===== config.mk =====
export PLATFORM = sky130hd
export DESIGN_NAME = lsb_first_bit_field_packer_unit
export DESIGN_NICKNAME = d
export VERILOG_FILES = /design/src/rtl/lsbp_pkg.sv /design/src/rtl/lsbp_core.sv /design/src/rtl/lsbp_ser.sv /design/src/rtl/lsb_first_bit_field_packer_unit.sv
export VERILOG_INCLUDE_DIRS = /design/src /design/src/rtl
export SDC_FILE = /design/constraint.sdc
export NUM_CORES = 1
export LEC_CHECK = 0
export ABC_AREA = 1
export BUFFER_PORTS_ARGS = -buffer_cell sky130_fd_sc_hd__clkbuf_2
export CORE_MARGIN = 1
export CORE_UTILIZATION = 30
export DETAILED_ROUTE_END_ITERATION = 8
export GPL_ROUTABILITY_DRIVEN = 0
export PLACE_DENSITY_LB_ADDON = 0.15
export SLEW_MARGIN = 40
export SYNTH_ARGS = -nofsm -noshare
export SYNTH_HDL_FRONTEND = slang
export SYNTH_SLANG_ARGS = --single-unit

===== constraint.sdc =====
create_clock -name clk -period 6.4 [get_ports clk]
set_clock_uncertainty 0.15 [all_clocks]
set_input_delay 1.6 -clock clk [delete_from_list [all_inputs] [get_ports clk]]
set_output_delay 1.6 -clock clk [all_outputs]
set_load 0.005 [all_outputs]

===== src/rtl/lsb_first_bit_field_packer_unit_macros.svh =====
// Assertion macros for the LSB-first bit field packer.
// Included by the top level; no other dependencies.
`ifndef LSB_FIRST_BIT_FIELD_PACKER_UNIT_MACROS_SVH
`define LSB_FIRST_BIT_FIELD_PACKER_UNIT_MACROS_SVH
`ifndef SYNTH
`define LBP_ASSERT(lbl, ck, rn, prop, msg) \
	lbl: assert property (@(posedge ck) disable iff (!rn) (prop)) else $error(msg);
`define LBP_ASSERT_NEXT(lbl, ck, rn, pre, post, msg) \
	lbl: assert property (@(posedge ck) disable iff (!rn) (pre) |=> (post)) else $error(msg);
`else
`define LBP_ASSERT(lbl, ck, rn, prop, msg)
`define LBP_ASSERT_NEXT(lbl, ck, rn, pre, post, msg)
`endif
`endif


===== src/rtl/lsbp_pkg.sv =====
// Shared types and constants for the LSB-first bit field packer.
// No dependencies.
package lsbp_pkg;

	localparam int BYTE_W  = 8;
	localparam int VALUE_W = 32;
	localparam int MODE_W  = 3;
	localparam int NBITS_W = 6;
	localparam int RES_CAP = 4;
	localparam int NUM_W   = 3;
	localparam int BUF_W   = VALUE_W + BYTE_W;

	localparam logic [MODE_W-1:0] MODE_UNSIGNED = 3'd0;
	localparam logic [MODE_W-1:0] MODE_SIGNED   = 3'd1;
	localparam logic [MODE_W-1:0] MODE_BIT      = 3'd2;
	localparam logic [MODE_W-1:0] MODE_FLUSH    = 3'd3;
	localparam logic [MODE_W-1:0] MODE_CLEAR    = 3'd4;

	// Bytes produced by one item, index 0 goes out first.
	typedef struct packed {
		logic [RES_CAP-1:0][BYTE_W-1:0] bytes;
		logic [NUM_W-1:0]               num;
		logic                           ovf;
	} batch_t;

endpackage


===== src/rtl/lsbp_core.sv =====
// Packing datapath and packer state: held byte, bit position, byte count, overflow.
// Depends on lsbp_pkg.
module lsbp_core #(
	parameter int MAX_FIELD_BITS = 32,
	parameter int COUNT_BITS     = 16
) (
	input  logic                                clk,
	input  logic                                arst_n,
	input  logic                                step,
	input  logic [lsbp_pkg::MODE_W-1:0]         mode,
	input  logic [lsbp_pkg::VALUE_W-1:0]        value,
	input  logic [lsbp_pkg::NBITS_W-1:0]        bit_count,
	input  logic [15:0]                         limit,
	output lsbp_pkg::batch_t                    res,
	output logic                                res_any,
	output logic                                ovf_flag
);

	localparam int FW  = (MAX_FIELD_BITS > lsbp_pkg::VALUE_W) ? lsbp_pkg::VALUE_W
		: MAX_FIELD_BITS;
	localparam int CW  = (COUNT_BITS > 16) ? COUNT_BITS : 16;
	localparam int CP1 = COUNT_BITS + 1;

	function automatic logic [lsbp_pkg::VALUE_W-1:0] low_mask(
		input logic [lsbp_pkg::NBITS_W-1:0] n);
		logic [lsbp_pkg::VALUE_W:0] m;
		m = ~({(lsbp_pkg::VALUE_W+1){1'b1}} << n);
		return m[lsbp_pkg::VALUE_W-1:0];
	endfunction

	logic [7:0]            held_q;
	logic [3:0]            pos_q;
	logic [COUNT_BITS-1:0] cnt_q;
	logic                  ovf_q;

	logic [lsbp_pkg::NBITS_W-1:0] nf, nb, sum_m1, tot, newpos6;
	logic [lsbp_pkg::VALUE_W-1:0] fmask, maxmag, mag_raw, magc, w;
	logic                         neg, sgn, wr, fl;
	logic [lsbp_pkg::BUF_W-1:0]   bufw;
	logic [2:0]                   k, k_eff, avail, emit_n;
	logic [CW-1:0]                cnt_x, lim_x, room;
	logic                         over;
	logic [CP1-1:0]               sumc;
	logic [COUNT_BITS-1:0]        cnt_n;
	logic [7:0]                   newheld;

	always_comb begin
		nf      = (bit_count > lsbp_pkg::NBITS_W'(FW)) ? lsbp_pkg::NBITS_W'(FW) : bit_count;
		fmask   = low_mask(nf);
		maxmag  = low_mask(nf - 6'd1);
		neg     = value[lsbp_pkg::VALUE_W-1];
		mag_raw = neg ? (~value + 32'd1) : value;
		magc    = (mag_raw > maxmag) ? maxmag : mag_raw;
		sgn     = neg && (magc != '0);
		w       = '0;
		nb      = '0;
		case (mode)
			lsbp_pkg::MODE_UNSIGNED: begin
				// saturate to all ones when the value does not fit
				w  = ((value & ~fmask) != '0) ? fmask : value;
				nb = nf;
			end
			lsbp_pkg::MODE_SIGNED: begin
				// sign bit first, then magnitude
				w  = {magc[lsbp_pkg::VALUE_W-2:0], sgn};
				nb = nf;
			end
			lsbp_pkg::MODE_BIT: begin
				w  = {31'd0, value != '0};
				nb = 6'd1;
			end
			default: begin
				w  = '0;
				nb = '0;
			end
		endcase
		wr = !ovf_q && (nb != '0);
		fl = !ovf_q && (mode == lsbp_pkg::MODE_FLUSH);

		// held bits above pos_q are always zero
		bufw    = (lsbp_pkg::BUF_W'(w) << pos_q) | lsbp_pkg::BUF_W'(held_q);
		tot     = 6'(pos_q) + nb;
		sum_m1  = tot - 6'd1;
		k       = sum_m1[5:3];
		newpos6 = tot - {k, 3'b000};
		case (k)
			3'd0:    newheld = bufw[7:0];
			3'd1:    newheld = bufw[15:8];
			3'd2:    newheld = bufw[23:16];
			3'd3:    newheld = bufw[31:24];
			3'd4:    newheld = bufw[39:32];
			default: newheld = '0;
		endcase
		k_eff = wr ? k : (fl ? 3'd1 : 3'd0);

		cnt_x = CW'(cnt_q);
		lim_x = CW'(limit);
		room  = lim_x - cnt_x;
		if (cnt_x >= lim_x)
			avail = 3'd0;
		else if (room >= CW'(lsbp_pkg::RES_CAP))
			avail = 3'(lsbp_pkg::RES_CAP);
		else
			avail = room[2:0];
		over   = k_eff > avail;
		emit_n = over ? avail : k_eff;

		sumc  = CP1'(cnt_q) + CP1'(emit_n);
		cnt_n = sumc[COUNT_BITS] ? {COUNT_BITS{1'b1}} : sumc[COUNT_BITS-1:0];
	end

	genvar gj;
	generate
		for (gj = 0; gj < lsbp_pkg::RES_CAP; gj++) begin : g_res
			assign res.bytes[gj] = (3'(gj) < emit_n) ? bufw[gj*8 +: 8] : 8'h00;
		end
	endgenerate

	assign res.num  = over ? (avail + 3'd1) : k_eff;
	assign res.ovf  = over;
	assign res_any  = res.num != '0;
	assign ovf_flag = ovf_q;

	always_ff @(posedge clk or negedge arst_n) begin
		if (!arst_n) begin
			held_q <= '0;
			pos_q  <= '0;
			cnt_q  <= '0;
			ovf_q  <= 1'b0;
		end else if (step) begin
			if (mode == lsbp_pkg::MODE_CLEAR) begin
				held_q <= '0;
				pos_q  <= '0;
				cnt_q  <= '0;
				ovf_q  <= 1'b0;
			end else if (over) begin
				held_q <= '0;
				pos_q  <= '0;
				cnt_q  <= cnt_n;
				ovf_q  <= 1'b1;
			end else if (wr) begin
				held_q <= newheld;
				pos_q  <= newpos6[3:0];
				cnt_q  <= cnt_n;
			end else if (fl) begin
				held_q <= '0;
				pos_q  <= '0;
				cnt_q  <= cnt_n;
			end
		end
	end

endmodule


===== src/rtl/lsbp_ser.sv =====
// Output serializer: holds one item's bytes and sends them one per transaction.
// Depends on lsbp_pkg.
module lsbp_ser (
	input  logic             clk,
	input  logic             arst_n,
	input  logic             load,
	input  lsbp_pkg::batch_t batch,
	output logic             free,
	output logic             m_tvalid,
	input  logic             m_tready,
	output logic [7:0]       m_tdata,
	output logic             m_tlast,
	output logic             m_tuser
);

	logic [lsbp_pkg::RES_CAP-1:0][7:0] byte_q;
	logic [lsbp_pkg::NUM_W-1:0]        left_q;
	logic                              ovf_q;
	logic                              take;

	assign m_tvalid = left_q != '0;
	assign take     = m_tvalid && m_tready;
	assign m_tdata  = byte_q[0];
	assign m_tlast  = left_q == 3'd1;
	assign m_tuser  = m_tlast && ovf_q;
	assign free     = !m_tvalid || (take && m_tlast);

	always_ff @(posedge clk or negedge arst_n) begin
		if (!arst_n) begin
			left_q <= '0;
		end else if (load) begin
			left_q <= batch.num;
		end else if (take) begin
			left_q <= left_q - 3'd1;
		end
	end

	always_ff @(posedge clk) begin
		if (load) begin
			byte_q <= batch.bytes;
			ovf_q  <= batch.ovf;
		end else if (take) begin
			for (int i = 0; i < lsbp_pkg::RES_CAP - 1; i++)
				byte_q[i] <= byte_q[i+1];
			byte_q[lsbp_pkg::RES_CAP-1] <= '0;
		end
	end

endmodule


===== src/rtl/lsb_first_bit_field_packer_unit.sv =====
// Top level of the LSB-first bit field packer: input register, limit register,
// packing core and output serializer. Depends on lsbp_pkg, lsbp_core, lsbp_ser.
//
//   channel | direction | tdata / data              | tuser / side    | tlast
//   s_      | in        | [31:0] value,[37:32] count | [2:0] mode      | -
//   m_      | out       | [7:0] out_byte             | [0] overflowed  | last_of_item
//   cfg_    | in        | [15:0] byte_limit          | -               | -
//
// An accepted transaction waits in the input register, where the packing is
// done and the state updated; its bytes then leave at one per cycle while
// m_tready is high. Items that yield zero or one byte sustain one per cycle
// with m_tready high; larger items (up to four bytes) wait on the one-byte port.
// Reset clears the packer state, the byte count and the overflow flag; the
// byte limit comes up as 65535. Output stalls hold the input register only
// when its item has bytes to send and the serializer is still busy.
`include "lsb_first_bit_field_packer_unit_macros.svh"
module lsb_first_bit_field_packer_unit #(
	parameter int MAX_FIELD_BITS = 32,
	parameter int COUNT_BITS     = 16
) (
	input  logic        clk,
	input  logic        arst_n,
	input  logic        s_tvalid,
	output logic        s_tready,
	input  logic [39:0] s_tdata,   // [31:0] value, [37:32] bit_count, [39:38] zero
	input  logic [2:0]  s_tuser,   // [2:0] mode
	output logic        m_tvalid,
	input  logic        m_tready,
	output logic [7:0]  m_tdata,   // [7:0] out_byte
	output logic        m_tlast,
	output logic        m_tuser,   // [0] overflowed
	input  logic        cfg_valid,
	output logic        cfg_ready,
	input  logic [15:0] cfg_data
);

	logic                                valid_s1;
	logic [lsbp_pkg::MODE_W-1:0]         mode_s1;
	logic [lsbp_pkg::VALUE_W-1:0]        value_s1;
	logic [lsbp_pkg::NBITS_W-1:0]        nbits_s1;
	logic [15:0]                         limit_q;
	lsbp_pkg::batch_t                    res;
	logic                                res_any, ovf_flag, ser_free, advance, ser_load;

	// item leaves the input register when it yields nothing or the serializer frees up
	assign advance  = valid_s1 && (!res_any || ser_free);
	assign ser_load = advance && res_any;
	assign s_tready = !valid_s1 || advance;
	assign cfg_ready = 1'b1;

	always_ff @(posedge clk or negedge arst_n) begin
		if (!arst_n) begin
			valid_s1 <= 1'b0;
		end else if (s_tready) begin
			valid_s1 <= s_tvalid;
		end
	end

	always_ff @(posedge clk) begin
		if (s_tready && s_tvalid) begin
			mode_s1  <= s_tuser;
			value_s1 <= s_tdata[31:0];
			nbits_s1 <= s_tdata[37:32];
		end
	end

	always_ff @(posedge clk or negedge arst_n) begin
		if (!arst_n) begin
			limit_q <= 16'hFFFF;
		end else if (cfg_valid && cfg_ready) begin
			limit_q <= cfg_data;
		end
	end

	lsbp_core #(
		.MAX_FIELD_BITS (MAX_FIELD_BITS),
		.COUNT_BITS     (COUNT_BITS)
	) u_core (
		.clk       (clk),
		.arst_n    (arst_n),
		.step      (advance),
		.mode      (mode_s1),
		.value     (value_s1),
		.bit_count (nbits_s1),
		.limit     (limit_q),
		.res       (res),
		.res_any   (res_any),
		.ovf_flag  (ovf_flag)
	);

	lsbp_ser u_ser (
		.clk      (clk),
		.arst_n   (arst_n),
		.load     (ser_load),
		.batch    (res),
		.free     (ser_free),
		.m_tvalid (m_tvalid),
		.m_tready (m_tready),
		.m_tdata  (m_tdata),
		.m_tlast  (m_tlast),
		.m_tuser  (m_tuser)
	);

	`LBP_ASSERT(a_load_when_free, clk, arst_n, ser_load |-> ser_free, "serializer overrun")
	`LBP_ASSERT(a_ovf_quiet, clk, arst_n, valid_s1 && ovf_flag && (mode_s1 != lsbp_pkg::MODE_CLEAR) |-> !res_any, "bytes after overflow")
	`LBP_ASSERT(a_ovf_is_last, clk, arst_n, m_tvalid && m_tuser |-> m_tlast, "overflow result not last")
	`LBP_ASSERT_NEXT(a_load_shows, clk, arst_n, ser_load, m_tvalid, "loaded batch not presented")

endmodule

==> metrics.txt <==
status complete, no violations; chip width 205 microns; hpwl dp 33,300 microns; initial antenna violation count 0; most frequent cell after synthesis nand2_1; GRT overflow 0; R2R depth 36; DRC Markers 0; First-pass DRT Iterations 5; post-synthesis cell area about 0.012 sq mm; area of the die approximately 0.042 sq mm; most common flop cell mapped by yosys edfxtp_1; hold path cells 2; pin slew with the least headroom to its limit 0.677 ns; area post-placement 0.0134 sq mm; cts bufs inserted 17; worst hold slack 0.332 ns; Syn Inst Count roughly 1,900; crit path cell chain nor2_2 > inv_1 > o21ai_2 > ha_2 > inv_1 > fa_2 > or3b_4 > nor2_2 > inv_1 > nor2_2 > xor2_1 > inv_1 > nor2_4 > ha_4 > a31oi_4 > a21boi_4 > buf_4 > nand2_1 > nand2_1 > nor2_2 > nand2_2 > nand3_2 > clkbuf_2; clock period minus worst slack 6.10 ns; layout net count 2,124; Worst Hold Class register to register; Netlist cell types 53; antenna fix cells 0; post-synth top area share 0.180; Syn Nets 2,048; Fmax achieved between 150 and 200 MHz; IO Port Bufs 73; Final Hold Viols 0; VDD IR max 0.000257 V; Synth async-reset ratio 0.398; Clk pin slew, worst setup/hold paths about 0.060 ns; Crit. End Element output port; met3 usage 0.0267; synth warn 0; row cnt 73; largest net degree at the start of global routing 50; Post-synth top cells nand2_1, nand3_1, inv_1; final wirelength 42,100 microns; Slew Viols, Final 0; synth top area cells edfxtp_1, nand2_1, nand3_1; Post-Layout Cell Count 2,528; M2 GR Usage 0.310; Overall Global Routing Usage 0.205; design area 0.0143 sq mm; Vias/cell 5.07; maximum clock path buffer count 2; Mean Syn Cell Area 6.44 sq um; # IOs 77; number of flops mapped to enable cells by yosys 74; Area growth syn-to-layout 15.7%; slew margin rel. 0.549; Seq cells post-synth 123; critical setup path kind register to output port; crit path DAT about 4.4 ns; Yosys top cell by area edfxtp_1; fillers 4,382; clk_lat worst skew about 0.45 ns; startpoint types register; clk sinks ~120; initial DRC count about 1,100; Critical Path Max Stage Delay 0.52 ns; met1 global-route usage 0.295; Initial Utilization 0.307; pwr dens 617 mW/mm^2; setup TNS 0 ns; leakage 6.72 nW; CTS tree yes; Placed Cells 2,489; clk root buf clkbuf_16; core area 0.0401 sq mm; Wirelength per Cell 16.7 microns; share of layout cells above drive strength 1 0.139; final setup fails 0; busiest metal layer after global routing met2; CTS H-tree depth 4; ANT nets after route 0; Worst EP required between 4 and 5 ns; post-synthesis sequential area ratio 0.281; CP max stage cell fa_2; Vias 12,800; vias in the first global route 12,000; CP Max Fanout 5; first-pass GRT wire length 66,300 microns; MaxCap Viol Count 0; Die H between 200 and 250 microns; CTS Hold Bufs 0; fin crit share 0.953
==> stage by stage <==
step	total power (W)	utilization	setup slack, ns
after floorplan	0.00578	-	0.177
after global placement	0.00748	0.334	0.0824
after detailed placement	0.00755	0.334	-0.0251
after CTS	0.00865	0.350	0.0223
after global routing	0.00968	0.356	-0.0443
final	0.00879	0.356	0.298
==> cell families (layout without fill, tap and decap cells) <==
family	Yosys count	after routing	share of synthesized area
mux	15	15	0.0137
compound gates	208	208	0.0957
fa+ha+maj	70	70	0.0729
xor+xnor	43	43	0.0321
buf+inv	286	375	0.0942
flops	123	123	0.281
other cells	1	1	0.000304
simple gates	1168	1168	0.410
==> worst max-delay path, delay by kind of cell (launching register included) <==
| family | cells | cell delay [ns] |
|---|---|---|
| compound gates | 3 | 0.47 |
| xor+xnor | 1 | 0.19 |
| fa+ha+maj | 3 | 0.96 |
| buf+inv | 6 | 0.57 |
| flops | 1 | 0.43 |
| simple gates | 10 | 1.27 |
==> repair_timing <==
action                                  CTS  global route
pin swaps                                 1             8
endpoints found under the hold margin     0             0
endpoints found under the setup margin    5            19
setup buffers                             0             7
gates resized for setup                   5            38
==> where the power goes <==
group / internal [W] / total, W / switching, W / leakage [nW]
logic: 0.00203 / 0.00632 / 0.00429 / 5.09
clock network: 0.000652 / 0.00106 / 0.000407 / 0.293
registers: 0.00123 / 0.00141 / 0.000181 / 1.33
==> layer usage <==
layer	vias up	wire length, microns
met2	350	18200
met5	-	0
li1	6517	-
met3	59	2100
met1	5886	20700
met4	0	1030
==> final cells by class <==
cell class,count,area (sq um),share of cell area
clock inverters,14,190,0.0133
inverters,207,781,0.0548
clock buffers,18,429,0.0301
multi-input cells,1505,7890,0.553
repair buffers,136,842,0.0591
well taps,525,657,0.0461
flip-flops and latches,123,3470,0.243
==> worst paths after layout <==
check	from	slack (ns)	endpoint
setup / recovery	mode_s1[2]	0.30	s_tready
hold / removal	u_core.held_q[6]	0.33	u_core.held_q[6]
setup reg to reg	mode_s1[2]	0.47	u_core.cnt_q[0]
hold reg to reg	u_core.held_q[6]	0.33	u_core.held_q[6]
max in group asynchronous	arst_n	4.53	u_core.cnt_q[4]
min in group asynchronous	arst_n	1.11	u_ser.left_q[1]
==> state kept, by name (all words and copies together) (netlist names), 3 cells and up <==
| register | cells |
|---|---|
| u_core.held_q | 8 |
| u_core.cnt_q | 16 |
| u_core.pos_q | 4 |
| value_s1 | 32 |
| u_ser.byte_q | 24 |
| nbits_s1 | 6 |
| limit_q | 16 |
| u_ser.left_q | 3 |
| mode_s1 | 3 |
| u_ser.m_tdata | 8 |
==> placed cells by master, fill, tap and decap left out, types with 7 or more instances in the layout <==
master,n
a21oi_1,55
edfxtp_1,74
a31oi_1,7
o21ai_2,7
buf_4,62
nand3_1,380
mux2_2,15
o21ai_0,68
o211ai_1,8
nand2_1,552
nor3_2,8
clkbuf_2,73
xnor2_1,9
nor2_2,10
dfstp_2,16
o21ai_1,31
clkbuf_16,17
dfrtp_1,33
nor2_1,152
nand4_1,14
xor2_1,32
nor3_1,20
a22o_1,7
inv_2,18
inv_1,183
ha_1,63
o31ai_1,7
Note: power is estimated with default switching activity, not from simulation.
